File: src/rtl/core/logit_irls_iteration_step_assert.svh
// assertion macros for the logit irls update block
// used by the top level; expects signals clk and rst in scope
`ifndef LOGIT_IRLS_ITERATION_STEP_ASSERT_SVH
`define LOGIT_IRLS_ITERATION_STEP_ASSERT_SVH
`ifndef SYNTH
// same-cycle implication
`define LIRS_ASSERT(lbl, ante, cons) \
  lbl: assert property (@(posedge clk) disable iff (rst) (ante) |-> (cons)) \
    else $error("lirs assertion failed");
// next-cycle implication
`define LIRS_ASSERT_NEXT(lbl, ante, cons) \
  lbl: assert property (@(posedge clk) disable iff (rst) (ante) |=> (cons)) \
    else $error("lirs assertion failed");
`else
`define LIRS_ASSERT(lbl, ante, cons)
`define LIRS_ASSERT_NEXT(lbl, ante, cons)
`endif
`endif

File: src/rtl/core/lirs_pkg.sv
// shared constants, types and sequencer states of the logit irls update block
// no dependencies
package lirs_pkg;

  localparam int FRAC_BITS_DEF = 16;
  localparam int Q30           = 30;

  // shared divider geometry
  localparam int DIV_W      = 64;
  localparam int DIVR_W     = 32;
  localparam int DIV_STEP_W = 5;

  // shared multiplier geometry
  localparam int MUL_AW = 36;
  localparam int MUL_BW = 32;
  localparam int MUL_PW = MUL_AW + MUL_BW;

  localparam logic [29:0] LN2_Q30   = 30'd744261118;
  localparam logic [35:0] EXP_CLAMP = 36'd47244640256;
  localparam logic [30:0] ONE30     = 31'h4000_0000;
  localparam logic [30:0] MAX31     = 31'h7FFF_FFFF;

  localparam logic [4:0] TAYLOR_TERMS = 5'd14;
  localparam logic [4:0] LN_LAST_N    = 5'd21;

  // divider step counts (four quotient bits per step)
  localparam logic [DIV_STEP_W-1:0] STEPS_K   = 5'd9;
  localparam logic [DIV_STEP_W-1:0] STEPS_SML = 5'd8;
  localparam logic [DIV_STEP_W-1:0] STEPS_MU  = 5'd16;
  localparam logic [DIV_STEP_W-1:0] STEPS_LNS = 5'd15;

  typedef struct packed {
    logic                  start;
    logic [DIV_W-1:0]      dividend;
    logic [DIVR_W-1:0]     divisor;
    logic [DIV_STEP_W-1:0] steps;
  } div_req_t;

  typedef struct packed {
    logic              done;
    logic [DIV_W-1:0]  quo;
    logic [DIVR_W-1:0] rem;
  } div_rsp_t;

  typedef enum logic [5:0] {
    ST_IDLE, ST_ETA, ST_ABS, ST_KDIV, ST_TMUL, ST_TDIV_GO, ST_TDIV_W, ST_EXPSH,
    ST_MU_GO, ST_MU_W, ST_WMUL, ST_WPROD, ST_Q_GO, ST_Q_W, ST_LHS, ST_WOUT,
    ST_LN_INIT, ST_LN_NORM, ST_LN_S_GO, ST_LN_S_W, ST_LN_SQ, ST_LN_S2,
    ST_LN_P_GO, ST_LN_P_W, ST_LN_PMUL, ST_LN_PUPD, ST_LN_K, ST_LN_FIN,
    ST_DEV1, ST_DEV2, ST_DEV3, ST_REL_GO, ST_REL_W, ST_DONE
  } state_t;

endpackage

File: src/rtl/core/lirs_mul.sv
// shared unsigned multiplier with a registered product
// depends on lirs_pkg
module lirs_mul (
  input  logic                        clk,
  input  logic [lirs_pkg::MUL_AW-1:0] a,
  input  logic [lirs_pkg::MUL_BW-1:0] b,
  output logic [lirs_pkg::MUL_PW-1:0] p
);

  // one product per cycle, available the cycle after the operands
  always_ff @(posedge clk) begin
    p <= {{lirs_pkg::MUL_BW{1'b0}}, a} * {{lirs_pkg::MUL_AW{1'b0}}, b};
  end

endmodule

File: config.mk
export PLATFORM = sky130hd
export DESIGN_NAME = lirs_mul
export DESIGN_NICKNAME = d
export VERILOG_FILES = /design/src/rtl/core/logit_irls_iteration_step_assert.svh /design/src/rtl/core/lirs_pkg.sv /design/src/rtl/core/lirs_mul.sv
export SDC_FILE = /design/constraint.sdc
export NUM_CORES = 2
export LEC_CHECK = 0
export ABC_AREA = 1
export BUFFER_PORTS_ARGS = -buffer_cell sky130_fd_sc_hd__clkbuf_2
export CAP_MARGIN = 20
export CORE_MARGIN = 2
export CORE_UTILIZATION = 35
export DETAILED_ROUTE_END_ITERATION = 16
export SLEW_MARGIN = 20
export SYNTH_ARGS = -nofsm -noshare
export SYNTH_HDL_FRONTEND = slang
export SYNTH_SLANG_ARGS = --single-unit
File: constraint.sdc
create_clock -name clk -period 23.3 [get_ports clk]
set_input_delay 4.66 -clock clk [delete_from_list [all_inputs] [get_ports clk]]
set_output_delay 4.66 -clock clk [all_outputs]
set_load 0.02 [all_outputs]
Word-level counts from Yosys, hierarchy flattened:

Cells that the tools add are included.

* bits in registers: 68
* input bits: 69

* multipliers: 1

Operator list (count)
* 36-bit by 32-bit multiplier with 68-bit output: 1

Logic depth before layout (Yosys ltp):

* depth in word-level cells: 1
* depth in mapped cells: 31
* mapped depth without buffers: 29

Worst setup path before layout:

No wires, ideal clock.

* path kind: in2reg
* start: input b[8] (netlist bit)
* end: register p[63] (netlist bit)
* setup time: 112 ps
* arrival time: 10607 ps
* data required time: 23188 ps
* slack: 12581 ps
* stages on the path: 26
* buffers on the path: 2
* path through: clkbuf_1 > clkbuf_1 > nand2_1 > fa_1 > inv_1 > fa_1 > fa_1 > inv_1 > fa_1 > inv_1 > fa_1 > fa_1 > fa_1 > inv_1 > fa_1 > inv_1 > ha_1 > nand2_1 > nor2_1 > inv_1 > nor2_1 > nand2_1 > nor4_2 > nand2_1 > nand3_1 > nand2_1

* word-level cells in the longest chain between the ends: 1

Ends and longest elaborated chain
* from (decl): line lirs_mul.sv:6 `input logic [lirs_pkg::MUL_BW-1:0] b,`
* 36-bit by 32-bit multiplier with 68-bit output: line lirs_mul.sv:12 `p <= {{lirs_pkg::MUL_BW{1'b0}}, a} * {{lirs_pkg::MUL_AW{1'b0}}, b};`
* to (signal assigned): line lirs_mul.sv:12
* to (decl): line lirs_mul.sv:7 `output logic [lirs_pkg::MUL_PW-1:0] p`

Every way passes these cells.

Worst setup path after layout:

* start: input a[17] (netlist bit)
* end: register p[34] (netlist bit)

* word-level cells in the longest chain between the ends: 1

Ends and longest elaborated chain
* from (decl): line lirs_mul.sv:5 `input logic [lirs_pkg::MUL_AW-1:0] a,`
* 36-bit by 32-bit multiplier with 68-bit output: line lirs_mul.sv:12

Every way passes these cells.

==> metrics.txt <==
Vias/cell=4.584; Hold-fix buffers, CTS=0; max-cap viol count=0; postcts setup bufs=0; Initial Utilization=35.26%; Initial DRC Count=1,824; Syn Area/Cell=7.510 um2; clk sinks=68; Antenna Violating Nets Remaining=0; worst slew pin tran=1.144 ns; sequential element share of the synthesized area=3.322%; RD Place Congestion=0.9349; vias in the first global route=34,778; class of the worst hold path=input port to flip-flop; dpl cell area=42,950 um2; # placed instances=6,917; All-Layer GR Usage=20.20%; Layout area overhead=5.600%; die area=119,800 um2; share of the synthesized area in the top cell type=49.64%; Post-synth EDFFs=0; slew margin rel.=23.76%; Yosys warning total=0; most used flip-flop cell after synthesis=dfxtp_1; average wire per standard cell=16.85 um; max reg flops=68; root buf cell=clkbuf_16; post-synth net total=6,808; Async S/R FF share, synth=0%; CP Launch Type=input port; Fillers=12,208; final worst slack=11.66 ns; Cell variety after synth=25; Post-Layout Inst Area=43,270 um2; critical path type=input port to flip-flop; clock buffer depth=2; Setup TNS=0 ns; Post-Synthesis Cells=5,456; # DRC=0; Remaining Overflow, GRT=0; minimum clock period=11.64 ns; Nets=6,756; Regs by FF count=p (68); DR vias=31,793; synthesis-stage register bit count=68; most frequent cells after synthesis=inv_1 (1,794), nand2_1 (1,776), fa_1 (1,016); Layout Cells excl Fill=6,935; Worst Path Required=23.51 ns; I/O pin cnt=137; fmax=85.94 MHz; share of layout cells above drive strength 1=4.345%; Period Utilization, post-route=49.94%; first-pass GRT wire length=191,600 um; HPWL Detailed=97,740 um; RSZ-0062 raised after global routing=false; placement row count=125; largest net degree at the start of global routing=37; htree depth=3; antenna violations before repair=8; CTS tree=done; most common cell in the netlist=inv_1; clock transition at the registers of the reported paths=0.08 ns; Max FO, Critical Path=32; Cell Area, Synth=40,970 um2; die height=346.2 um; crit end category=flip-flop; Routed WL=116,800 um; Port Buffer Count=136; status=finished, final reports clean; Chip Width=346.2 um; CTS Buf Count=9; WP data arrival=11.84 ns; final setup vio count=0; Yosys top cell by area=fa_1; final slew viol count=0; Synth area leaders=fa_1 (50%), inv_1 (16%), nand2_1 (16%), ha_1 (8.2%), dfxtp_1 (3.3%); post-CTS resize count=0; Place WS=11.37 ns; Fin. Hold Viols=0; Core ar.=116,200 um2; largest reg by FF count=p; 1st-pass router iterations=5
==> final cells by class <==
cell class / instances / area (um2) / area share (%)
multi-input combinational: 3354 / 31980 / 73.91
inverter: 1798 / 6749 / 15.60
tap: 1524 / 1907 / 4.407
sequential: 68 / 1361 / 3.146
timing repair buffer: 173 / 958.4 / 2.215
clock buffer: 10 / 239.0 / 0.5523
clock inverter: 6 / 71.32 / 0.1648
antenna: 2 / 5.005 / 0.01157
==> metrics by stage <==
| step | hold slack [ns] | utilization, % |
|---|---|---|
| 2_1_floorplan | 4.877 | - |
| 3_3_place_gp | 5.076 | 36.96 |
| 3_5_place_dp | 5.076 | 36.96 |
| 4_1_cts | 4.843 | 37.23 |
| 5_1_grt | 4.898 | 37.24 |
| 6_report | 4.854 | 37.24 |
==> path summary, 6_finish.rpt <==
path | startpoint | end | slack [ns] | depth (start not counted)
hold / removal | b[0] | p[0] | 4.85 | 4
setup / recovery | a[17] | p[34] | 11.66 | 19
==> placed cells by master, fill, tap and decap left out, types with 37 or more instances in the layout <==
cell	netlist	routed
nor2_1	87	87
ha_1	267	267
dfxtp_1	68	68
nand3_1	53	53
buf_4	0	37
clkbuf_2	0	136
nand2_1	1776	1776
inv_1	1794	1794
fa_1	1016	1016
a21oi_1	49	49
==> metal layers <==
layer  wire length (um)  vias up  track usage, %
li1                   -    14680               -
met1              48930    16019           26.36
met2              59140      900           35.80
met3               5620      188           1.891
met4               3094        6           5.258
met5                 39        -               0
==> critical path: stages <==
cell      delay [ns]
clkbuf_2        0.74
nand2_1         0.18
fa_1            0.54
fa_1            0.53
fa_1            0.54
fa_1            0.52
inv_1           0.05
fa_1            0.61
fa_1            0.46
fa_1            0.57
fa_1            0.44
ha_1            0.47
nand2_1         0.21
nor2_1          0.26
inv_1           0.09
nor2_1          0.22
a21oi_1         0.12
nand2_2         0.18
xor2_1          0.40
==> cell families (layout without fill, tap and decap cells) <==
logic type | Yosys count | count (layout) | synth area share [%]
XOR/XNOR | 36 | 36 | 0.7695
adder cells (fa/ha/maj) | 1283 | 1283 | 57.79
flip-flops | 68 | 68 | 3.322
other | 0 | 2 | 0
buffers and inverters | 2034 | 1987 | 18.63
AND/OR/NAND/NOR | 1984 | 1984 | 18.86
AO/OA/AOI/OAI | 51 | 51 | 0.6230
Power is not shown: default switching activity piles up to over one toggle a cycle in this logic, so the estimate is an artifact.
